## config.mk

```make
export PLATFORM = sky130hd
export DESIGN_NAME = hbd_fifo
export DESIGN_NICKNAME = d
export VERILOG_FILES = /design/src/rtl/hbd_fifo.sv
export SDC_FILE = /design/constraint.sdc
export NUM_CORES = 1
export LEC_CHECK = 0
export ABC_AREA = 1
export BUFFER_PORTS_ARGS = -buffer_cell sky130_fd_sc_hd__buf_2
export CAP_MARGIN = 5
export CORE_MARGIN = 2
export CORE_UTILIZATION = 49
export CTS_BUF_LIST = sky130_fd_sc_hd__clkbuf_16
export DETAILED_ROUTE_END_ITERATION = 8
export GPL_TIMING_DRIVEN = 0
export PLACE_DENSITY = 0.8
export SLEW_MARGIN = 20
export SYNTH_ARGS = -nofsm -noshare
export SYNTH_HDL_FRONTEND = slang
export SYNTH_SLANG_ARGS = --single-unit
```

## constraint.sdc

```tcl
create_clock -name clock -period 1.6 [get_ports clock]
set_input_delay 0.08 -clock clock [delete_from_list [all_inputs] [get_ports clock]]
set_output_delay 0.08 -clock clock [all_outputs]
set_load 0.1 [all_outputs]
```

## src/rtl/hbd_fifo.sv

```systemverilog
// Small register FIFO used for the byte queue and the result queue.
// No dependencies.
`timescale 1ns / 1ps
module hbd_fifo #(
   parameter int WIDTH = 9,
   parameter int DEPTH = 2,
   localparam int PW = (DEPTH > 1) ? $clog2(DEPTH) : 1,
   localparam int CW = $clog2(DEPTH + 1)
) (
   input  logic             clock,
   input  logic             reset,
   input  logic             push,
   input  logic [WIDTH-1:0] push_data,
   output logic             full,
   input  logic             pop,
   output logic [WIDTH-1:0] pop_data,
   output logic             not_empty
);

   logic [WIDTH-1:0] slot_ff [DEPTH];
   logic [PW-1:0]    wr_ptr_ff, wr_ptr_in, rd_ptr_ff, rd_ptr_in;
   logic [CW-1:0]    count_ff, count_in;
   logic             do_push, do_pop;

   assign full      = (count_ff == CW'(DEPTH));
   assign not_empty = (count_ff != '0);
   assign do_push   = push && !full;
   assign do_pop    = pop && not_empty;
   assign pop_data  = slot_ff[rd_ptr_ff];

   // Advance pointers with wrap
   always_comb begin
      wr_ptr_in = wr_ptr_ff;
      rd_ptr_in = rd_ptr_ff;
      count_in  = count_ff;
      if (do_push) begin
         wr_ptr_in = (wr_ptr_ff == PW'(DEPTH - 1)) ? '0 : wr_ptr_ff + 1'b1;
      end
      if (do_pop) begin
         rd_ptr_in = (rd_ptr_ff == PW'(DEPTH - 1)) ? '0 : rd_ptr_ff + 1'b1;
      end
      if (do_push && !do_pop) begin
         count_in = count_ff + 1'b1;
      end else if (do_pop && !do_push) begin
         count_in = count_ff - 1'b1;
      end
   end

   always_ff @(posedge clock) begin
      if (reset) begin
         wr_ptr_ff <= '0;
         rd_ptr_ff <= '0;
         count_ff  <= '0;
      end else begin
         wr_ptr_ff <= wr_ptr_in;
         rd_ptr_ff <= rd_ptr_in;
         count_ff  <= count_in;
      end
   end

   // Store payload
   always_ff @(posedge clock) begin
      if (do_push) begin
         slot_ff[wr_ptr_ff] <= push_data;
      end
   end

endmodule

```

* Word-level counts from Yosys, hierarchy flattened *
Memory sizes are Yosys's and may differ from the RTL's. A register that Yosys moved wholly into a read port is not among the register bits.
Index checks and enable logic that the tools add are counted.

storage, ports and cells
  output and inout bits = 11
  bits in registers = 4
  memories = 1
  word-level logic and storage cells = 26
  RAM bits = 18

memories
  memory   depth  width  read ports  clocked after Yosys merged registers in  wr ports  RTL line  text
  slot_ff  2      9      1           1                                        1         20        logic [WIDTH-1:0] slot_ff [DEPTH];

operators by class
  equal/unequal tests = 1
  muxes and demuxes = 8
  $add $sub $neg = 4
  reduce and logical (&&, ||, !) cells = 9

operators by type and width
  cell                                                                 number
  1-bit two-way mux                                                    6
  1-bit logical AND                                                    4
  2-bit two-way mux                                                    2
  2-bit nonzero test                                                   2
  1-bit zero test                                                      3
  1-bit adder (second input constant)                                  2
  2-bit by 1-bit adder with 2-bit output (second input constant)       1
  2-bit == test (second input constant)                                1
  2-bit by 1-bit subtractor with 2-bit output (second input constant)  1

* Logic depth before layout (Yosys ltp) *
Gate-level depths: netlist of run 1.

  depth in word-level cells = 7
  gate-level depth with buffers = 10
  mapped depth without buffers = 10

* Worst setup path before layout of run 1 *
No wires, ideal clock.

  path kind = reg-to-output
  from = register count_ff[1]
  to = output full
  buffers on the path = 0
  required time = 1520 ps
  slack = -114 ps
  cell stages (with the launch flop) = 3
  data arrival time = 1634 ps
  cell sequence = dfxtp_1 > inv_2 > nor2_1

between the ends
  cells in the longest elaborated chain, start to end = 1

ends and longest elaborated chain
  element                 RTL line  text
  start, declared         22        logic [CW-1:0] count_ff, count_in;
  start signal, assigned  57        count_ff <= count_in;
  2-bit == test           25        assign full = (count_ff == CW'(DEPTH));
  end, declared           14        output logic full,

Every way passes these cells.

==> flow_metrics.env, run 1 <==
export IMPL_hold_violations=0
export IMPL_final_cells=117
export IMPL_clk_path_buf_depth=2
export IMPL_cts_hold_fix_buffers=0
export IMPL_cts_resized=0
export IMPL_ys_warn_count=0
export IMPL_vias=567
export IMPL_dpl_hpwl_um=1070
export IMPL_start_util_pct=51.9
export IMPL_synthArstFlopShare_pct=0
export IMPL_boundaryPins=24
export IMPL_grt_pass1_vias=522
export IMPL_viasPerCell=4.85
export IMPL_min_path_type="in -> reg"
export IMPL_synth_main_ff_cell="edfxtp_1"
export IMPL_dieArea_sq_um=2190
export IMPL_drc=0
export IMPL_cp_max_fo=9
export IMPL_wl_per_cell_um=12.0
export IMPL_areaGrowthSynthToFinish_pct=26.0
export IMPL_yosys_area_top_type_share_pct=60.3
export IMPL_avgSynthCellArea_sq_um=13.8
export IMPL_layout_drive_gt1_share_pct=46.7
export IMPL_diodes=0
export IMPL_synth_seq_area_share_pct=71.5
export IMPL_synth_area_leaders="edfxtp_1, mux2_2, dfxtp_1, nor2_1, inv_1"
export IMPL_maxCapViolCount=0
export IMPL_io_buffer_count=23
export IMPL_nets=107
export IMPL_slew_headroom_pct=49.7
export IMPL_max_freq_mhz=669
export IMPL_cts_buffers=3
export IMPL_synth_cells=65
export IMPL_drtAntennaViolNets=0
export IMPL_grt_pass1_wl_um=2210
export IMPL_place_ws_ns=0.103
export IMPL_setup_viol=0
export IMPL_grt_total_usage_pct=16.1
export IMPL_ys_ff_latch=23
export IMPL_die_x_um=46.8
export IMPL_path_clk_slew_ns=0.05
export IMPL_htree_levels=1
export IMPL_drt_pass1_iter_count=4
export IMPL_syn_num_nets=79
export IMPL_placementRows=15
export IMPL_clock_latency_ns=0.25
export IMPL_yosysTopAreaCell="edfxtp_1"
export IMPL_status="completed"
export IMPL_gp_congestion=0.665
export IMPL_synth_cell_type_count=15
export IMPL_min_period_over_period_pct=93.5
export IMPL_setup_ws_ns=0.105
export IMPL_cp_start_kind="flip-flop"
export IMPL_crit_required_ns=1.52
export IMPL_worst_pin_slew_ns=0.752
export IMPL_cts_root_buffer="clkbuf_16"
export IMPL_core_sq_um=1730
export IMPL_grt_max_degree=13
export IMPL_postCtsSetupBuffers=0
export IMPL_skew_ns=0.00144
export IMPL_mostFrequentLayoutCell="buf_2"
export IMPL_mostFrequentLayoutCells="buf_2, edfxtp_1, mux2_2"
export IMPL_endpoint_kind="primary output"
export IMPL_drt_initial_drc_count=2
export IMPL_finalMaxSlewViolations=0
export IMPL_period_needed_ns=1.50
export IMPL_drt_wl_total_um=1400
export IMPL_arrival_ns=1.42
export IMPL_cts_tree="done"
export IMPL_crit_type="reg -> out"
export IMPL_fin_tns_setup_ns=0
export IMPL_syn_area_sq_um=896
export IMPL_antenna_found_initial=0
export IMPL_cts_num_sinks=23
export IMPL_dp_cells=113
export IMPL_finish_utilization_pct=65.4
export IMPL_fp_dieH_um=46.8
export IMPL_synth_edf_count=18
export IMPL_grt_setup_unrepaired="no"
export IMPL_overflow=0
final timing paths:
| check | depth (start not counted) | start | endpoint | slack [ns] |
|---|---|---|---|---|
| worst min-delay path | 1 | push_data[8] | slot_ff[0][8] | 0.02 |
| worst max register to register | 3 | count_ff[1] | slot_ff[1][5] | 0.12 |
| worst min register to register | 2 | rd_ptr_ff | rd_ptr_ff | 0.50 |
| worst max-delay path | 3 | flip-flop | pop_data[7] | 0.10 |
per-stage QoR:
| stage | instance area, sq um | hold slack [ns] |
|---|---|---|
| finish | 1130 | 0.0155 |
| global route | 1130 | 0.0181 |
| CTS | 1130 | 0.00874 |
| detailed placement | 1050 | 0.272 |
| global placement | 1050 | 0.268 |
| floorplan | 903 | 0.179 |
cell type report:
class                   instances  area [sq um]
repair buffers                 23           115
well taps                      25          31.3
inverters                       8          30.0
clock buffers                   3          75.1
fillers                       149           598
clock inverters                 1          3.75
flip-flops and latches         23           641
multi-input cells              33           228
plain buffers                   1          5.00
critical path: stages (launching register included):
cell     delay, ns
dfxtp_1       0.30
buf_2         0.21
mux2_2        0.36
buf_2         0.29
Yosys cell counts (2+ instances only):
cell type  instances
a21oi_1            2
dfxtp_1            5
edfxtp_1          18
inv_1              5
inv_2              3
mux2_2             9
nand2_1            5
nand2_2            2
nand3_1            2
nor2_1             8
o21ai_0            2
routing by layer:
metal  up-vias  global-route usage [%]  wire [um]
li1        279                       -          -
met1       265                    15.9        529
met2        19                    26.6        739
met3         4                    5.00         82
met4         0                    15.0         52
met5         -                       0          0
kinds of logic (layout without fill, tap and decap cells):
| kind of cell | Yosys count | in the layout | share of synthesized area, % |
|---|---|---|---|
| flops | 23 | 23 | 71.5 |
| simple gates | 18 | 18 | 8.66 |
| mux | 9 | 9 | 11.3 |
| buf+inv | 9 | 36 | 3.91 |
| compound gates | 5 | 5 | 3.21 |
| fa+ha+maj | 1 | 1 | 1.40 |
state kept, by name, indices dropped and copies added, names as in the netlist, named ones only:
register   flops
rd_ptr_ff      1
count_ff       2
slot_ff       18
wr_ptr_ff      1
Power of run 1 is left out: the tool's default activity adds up to more than one toggle a clock period on the data nets, which glitch-free logic cannot reach.
==> run 2, diff against run 1 <==
Settings changed: BUFFER_PORTS_ARGS -buffer_cell sky130_fd_sc_hd__buf_2 to -buffer_cell sky130_fd_sc_hd__clkbuf_2.
==> run 2 against run 1 <==
Maximum frequency decreased by 0.27%. Worst hold slack improved by 0.0079 ns. Clock-buffer cell count unchanged. Global-route usage decreased by 1.8 points. Critical endpoint is now pop_data[2]. Largest cell class unchanged.
==> flow_metrics.env, run 2 (same netlist as run 1, synthesis figures left out) <==
export IMPL_grt_max_degree=13
export IMPL_setup_ws_ns=0.101
export IMPL_max_freq_mhz=667
export IMPL_die_x_um=46.8
export IMPL_core_sq_um=1730
export IMPL_arrival_ns=1.42
export IMPL_cts_num_sinks=23
export IMPL_top_layer_used="met4"
export IMPL_wl_met3_um=95
export IMPL_viasPerCell=4.90
export IMPL_placementRows=15
export IMPL_crit_required_ns=1.52
export IMPL_nets=107
export IMPL_drc=0
export IMPL_worst_pin_slew_ns=0.743
export IMPL_cp_start_kind="flip-flop"
export IMPL_mostFrequentLayoutCells="edfxtp_1, clkbuf_2, buf_2"
export IMPL_fin_tns_setup_ns=0
export IMPL_wl_met2_um=746
export IMPL_mostFrequentLayoutCell="edfxtp_1"
export IMPL_hold_violations=0
export IMPL_maxCapViolCount=0
export IMPL_drt_initial_drc_count=9
export IMPL_dieArea_sq_um=2190
export IMPL_wl_per_cell_um=12.0
export IMPL_grt_total_usage_pct=14.3
export IMPL_boundaryPins=24
export IMPL_endpoint_kind="primary output"
export IMPL_largest_reg_flops=18
export IMPL_io_buffer_count=23
export IMPL_largestRegisters="slot_ff x18, count_ff x2"
export IMPL_period_needed_ns=1.50
export IMPL_finalMaxSlewViolations=0
export IMPL_dpl_hpwl_um=1060
export IMPL_diodes=0
export IMPL_status="completed"
export IMPL_grt_pass1_vias=530
export IMPL_cts_root_buffer="clkbuf_16"
export IMPL_clock_latency_ns=0.25
export IMPL_clk_path_buf_depth=2
export IMPL_gp_congestion=0.668
export IMPL_min_period_over_period_pct=93.7
export IMPL_drt_wl_total_um=1410
export IMPL_vias=573
export IMPL_setup_viol=0
export IMPL_start_util_pct=51.9
export IMPL_r2r_setup_slack_ns=0.12
export IMPL_areaGrowthSynthToFinish_pct=26.0
export IMPL_postCtsSetupBuffers=0
export IMPL_htree_levels=1
export IMPL_fp_dieH_um=46.8
export IMPL_cts_hold_fix_buffers=0
export IMPL_path_clk_slew_ns=0.06
export IMPL_overflow=0
export IMPL_cts_buffers=3
export IMPL_crit_type="reg -> out"
export IMPL_drtAntennaViolNets=0
export IMPL_grt_pass1_wl_um=2130
export IMPL_cts_tree="done"
export IMPL_dp_cells=113
export IMPL_layout_drive_gt1_share_pct=46.7
export IMPL_cts_resized=0
export IMPL_finish_utilization_pct=65.4
export IMPL_antenna_found_initial=0
export IMPL_met1_length_um=555
export IMPL_drt_pass1_iter_count=4
export IMPL_fillers=155
export IMPL_final_cells=117
export IMPL_skew_ns=0.00226
export IMPL_top_register="slot_ff"
export IMPL_min_path_type="in -> reg"
export IMPL_slew_headroom_pct=50.3
export IMPL_grt_setup_unrepaired="no"
export IMPL_cp_max_fo=9
export IMPL_place_ws_ns=0.0934
[run 2: final timing paths]
check	startpoint	to	depth (start not counted)
max	flip-flop	pop_data[2]	3
min	push_data[2]	slot_ff[0][2]	1
max reg2reg	count_ff[0]	slot_ff[1][0]	2
min reg2reg	rd_ptr_ff	rd_ptr_ff	2
[run 2: cell type report]
cell class / count / area, sq um / area share (%)
buffer: 1 / 5.00 / 0.443
clock buffer: 3 / 75.1 / 6.65
clock inverter: 1 / 3.75 / 0.333
inverter: 8 / 30.0 / 2.66
multi-input combinational: 33 / 228 / 20.2
sequential: 23 / 641 / 56.8
tap: 25 / 31.3 / 2.77
timing repair buffer: 23 / 115 / 10.2
[run 2: layer usage]
layer  up-vias  track usage (%)
li1        280                -
met2        15             28.5
met1       276             13.6
met4         0             5.00
met3         2             4.23
met5         -                0
[run 2: per-stage QoR]
step	instance area (sq um)	hold WS [ns]
3_5_place_dp	1050	0.273
5_1_grt	1130	0.0223
3_3_place_gp	1050	0.270
4_1_cts	1130	0.0192
2_1_floorplan	903	0.179
6_report	1130	0.0234
[run 2: worst max-delay path, stage by stage (launching register included)]
cell and delay [ns]:
dfxtp_1 0.30, buf_2 0.22, mux2_2 0.36, buf_2 0.29
Power of run 2 is left out for the same reason.
==> run 3, diff against run 2 <==
Settings changed: BUFFER_PORTS_ARGS -buffer_cell sky130_fd_sc_hd__clkbuf_2 to unset, CORE_UTILIZATION 49 to 58, CTS_BUF_LIST sky130_fd_sc_hd__clkbuf_16 to unset, DONT_BUFFER_PORTS set to 1, PLACE_DENSITY 0.8 to 0.79.
==> run 3 against run 2 <==
Final cell count is 18% lower. Final area down 4.5%. Core utilization increased by 7.9 points. Register-to-register slack got worse by 0.02 ns. Sequential share of layout area grew 2.8 points.
==> flow_metrics.env, run 3 (same netlist as run 1, synthesis figures left out) <==
export IMPL_status="completed"
export IMPL_placementRows=14
export IMPL_antenna_found_initial=0
export IMPL_viasPerCell=5.27
export IMPL_finalMaxSlewViolations=0
export IMPL_finish_utilization_pct=73.2
export IMPL_largestRegisters="slot_ff x18, count_ff x2"
export IMPL_setup_viol=0
export IMPL_maxCapViolCount=0
export IMPL_die_x_um=43.3
export IMPL_min_period_over_period_pct=95.5
export IMPL_grt_pass1_vias=510
export IMPL_nets=95
export IMPL_period_needed_ns=1.53
export IMPL_layout_drive_gt1_share_pct=27.5
export IMPL_cp_start_kind="flip-flop"
export IMPL_wl_per_cell_um=14.0
export IMPL_top_register="slot_ff"
export IMPL_io_buffer_count=0
export IMPL_clock_latency_ns=0.31
export IMPL_cp_max_fo=9
export IMPL_diodes=0
export IMPL_crit_type="reg -> out"
export IMPL_fp_dieH_um=43.3
export IMPL_dpl_hpwl_um=964
export IMPL_cts_buffers=3
export IMPL_grt_max_degree=13
export IMPL_endpoint_kind="primary output"
export IMPL_cts_tree="done"
export IMPL_drc=0
export IMPL_min_path_type="in -> reg"
export IMPL_start_util_pct=60.9
export IMPL_grt_use_met3_pct=2.98
export IMPL_max_freq_mhz=654
export IMPL_drt_pass1_iter_count=2
export IMPL_largest_reg_flops=18
export IMPL_core_sq_um=1470
export IMPL_cts_root_buffer="clkbuf_4"
export IMPL_path_clk_slew_ns=0.12
export IMPL_vias=506
export IMPL_mostFrequentLayoutCell="edfxtp_1"
export IMPL_arrival_ns=1.45
export IMPL_drt_wl_total_um=1340
export IMPL_overflow=0
export IMPL_grt_total_usage_pct=16.5
export IMPL_grt_pass1_wl_um=2140
export IMPL_drt_initial_drc_count=2
export IMPL_drtAntennaViolNets=0
export IMPL_hold_violations=0
export IMPL_areaGrowthSynthToFinish_pct=20.3
export IMPL_worst_pin_slew_ns=0.692
export IMPL_grtUsageMet1_pct=18.6
export IMPL_dieArea_sq_um=1870
export IMPL_skew_ns=0.00723
export IMPL_cts_num_sinks=23
export IMPL_grt_setup_unrepaired="yes"
export IMPL_top_usage_layer="met2"
export IMPL_clk_path_buf_depth=2
export IMPL_met2_usage_pct=28.4
export IMPL_crit_required_ns=1.52
export IMPL_htree_levels=1
export IMPL_gp_congestion=0.592
export IMPL_mostFrequentLayoutCells="edfxtp_1, dlygate4sd3_1, mux2_2"
export IMPL_boundaryPins=24
export IMPL_slew_headroom_pct=53.7
-- run 3: repair_timing --
action                                 in CTS  in global routing
resized for setup                           0                  4
pin swaps                                   0                  0
setup endpoints to repair                   2                  3
endpoints found under the hold margin      23                  0
hold buffers                               11                  0
buffers inserted                            0                  0
-- run 3: layout make-up --
class	instances	area [sq um]
fillers	107	394
flip-flops and latches	23	642
well taps	16	20.0
clock buffers	4	26.3
inverters	8	30.0
plain buffers	1	5.00
multi-input cells	33	244
repair buffers	11	110
-- run 3: final timing paths --
| kind | start | to | slack, ns | cells past startpoint |
|---|---|---|---|---|
| worst min register to register | rd_ptr_ff | rd_ptr_ff | 0.54 | 2 |
| worst max register to register | count_ff[0] | count_ff[1] | 0.10 | 9 |
| worst min-delay path | push | wr_ptr_ff | 0.04 | 4 |
| worst max-delay path | flip-flop | pop_data[3] | 0.07 | 2 |
-- run 3: per-stage QoR --
stage / hold WS, ns / TNS [ns] / worst slack, ns / cell area, sq um / instances
after floorplan: 0.179 / 0 / 0.108 / 903 / 65
after global placement: 0.179 / 0 / 0.0429 / 923 / 81
after detailed placement: 0.179 / -0.0205 / -0.0205 / 923 / 81
after CTS: 0.0322 / -0.0778 / -0.0483 / 1060 / 96
after global routing: 0.0683 / -0.0354 / -0.0354 / 1080 / 96
final: 0.0383 / 0 / 0.0715 / 1080 / 96
-- run 3: worst max-delay path, cell delays in order (launching register included) --
cell,delay (ns)
dfxtp_1,0.33
buf_2,0.22
mux2_2,0.59
-- run 3: per-layer routing --
layer  routed length [um]  vias up
met5                    0        -
met4                   25        0
met3                   83        4
met2                  716       14
met1                  516      234
li1                     -      254
Power of run 3 is left out for the same reason.
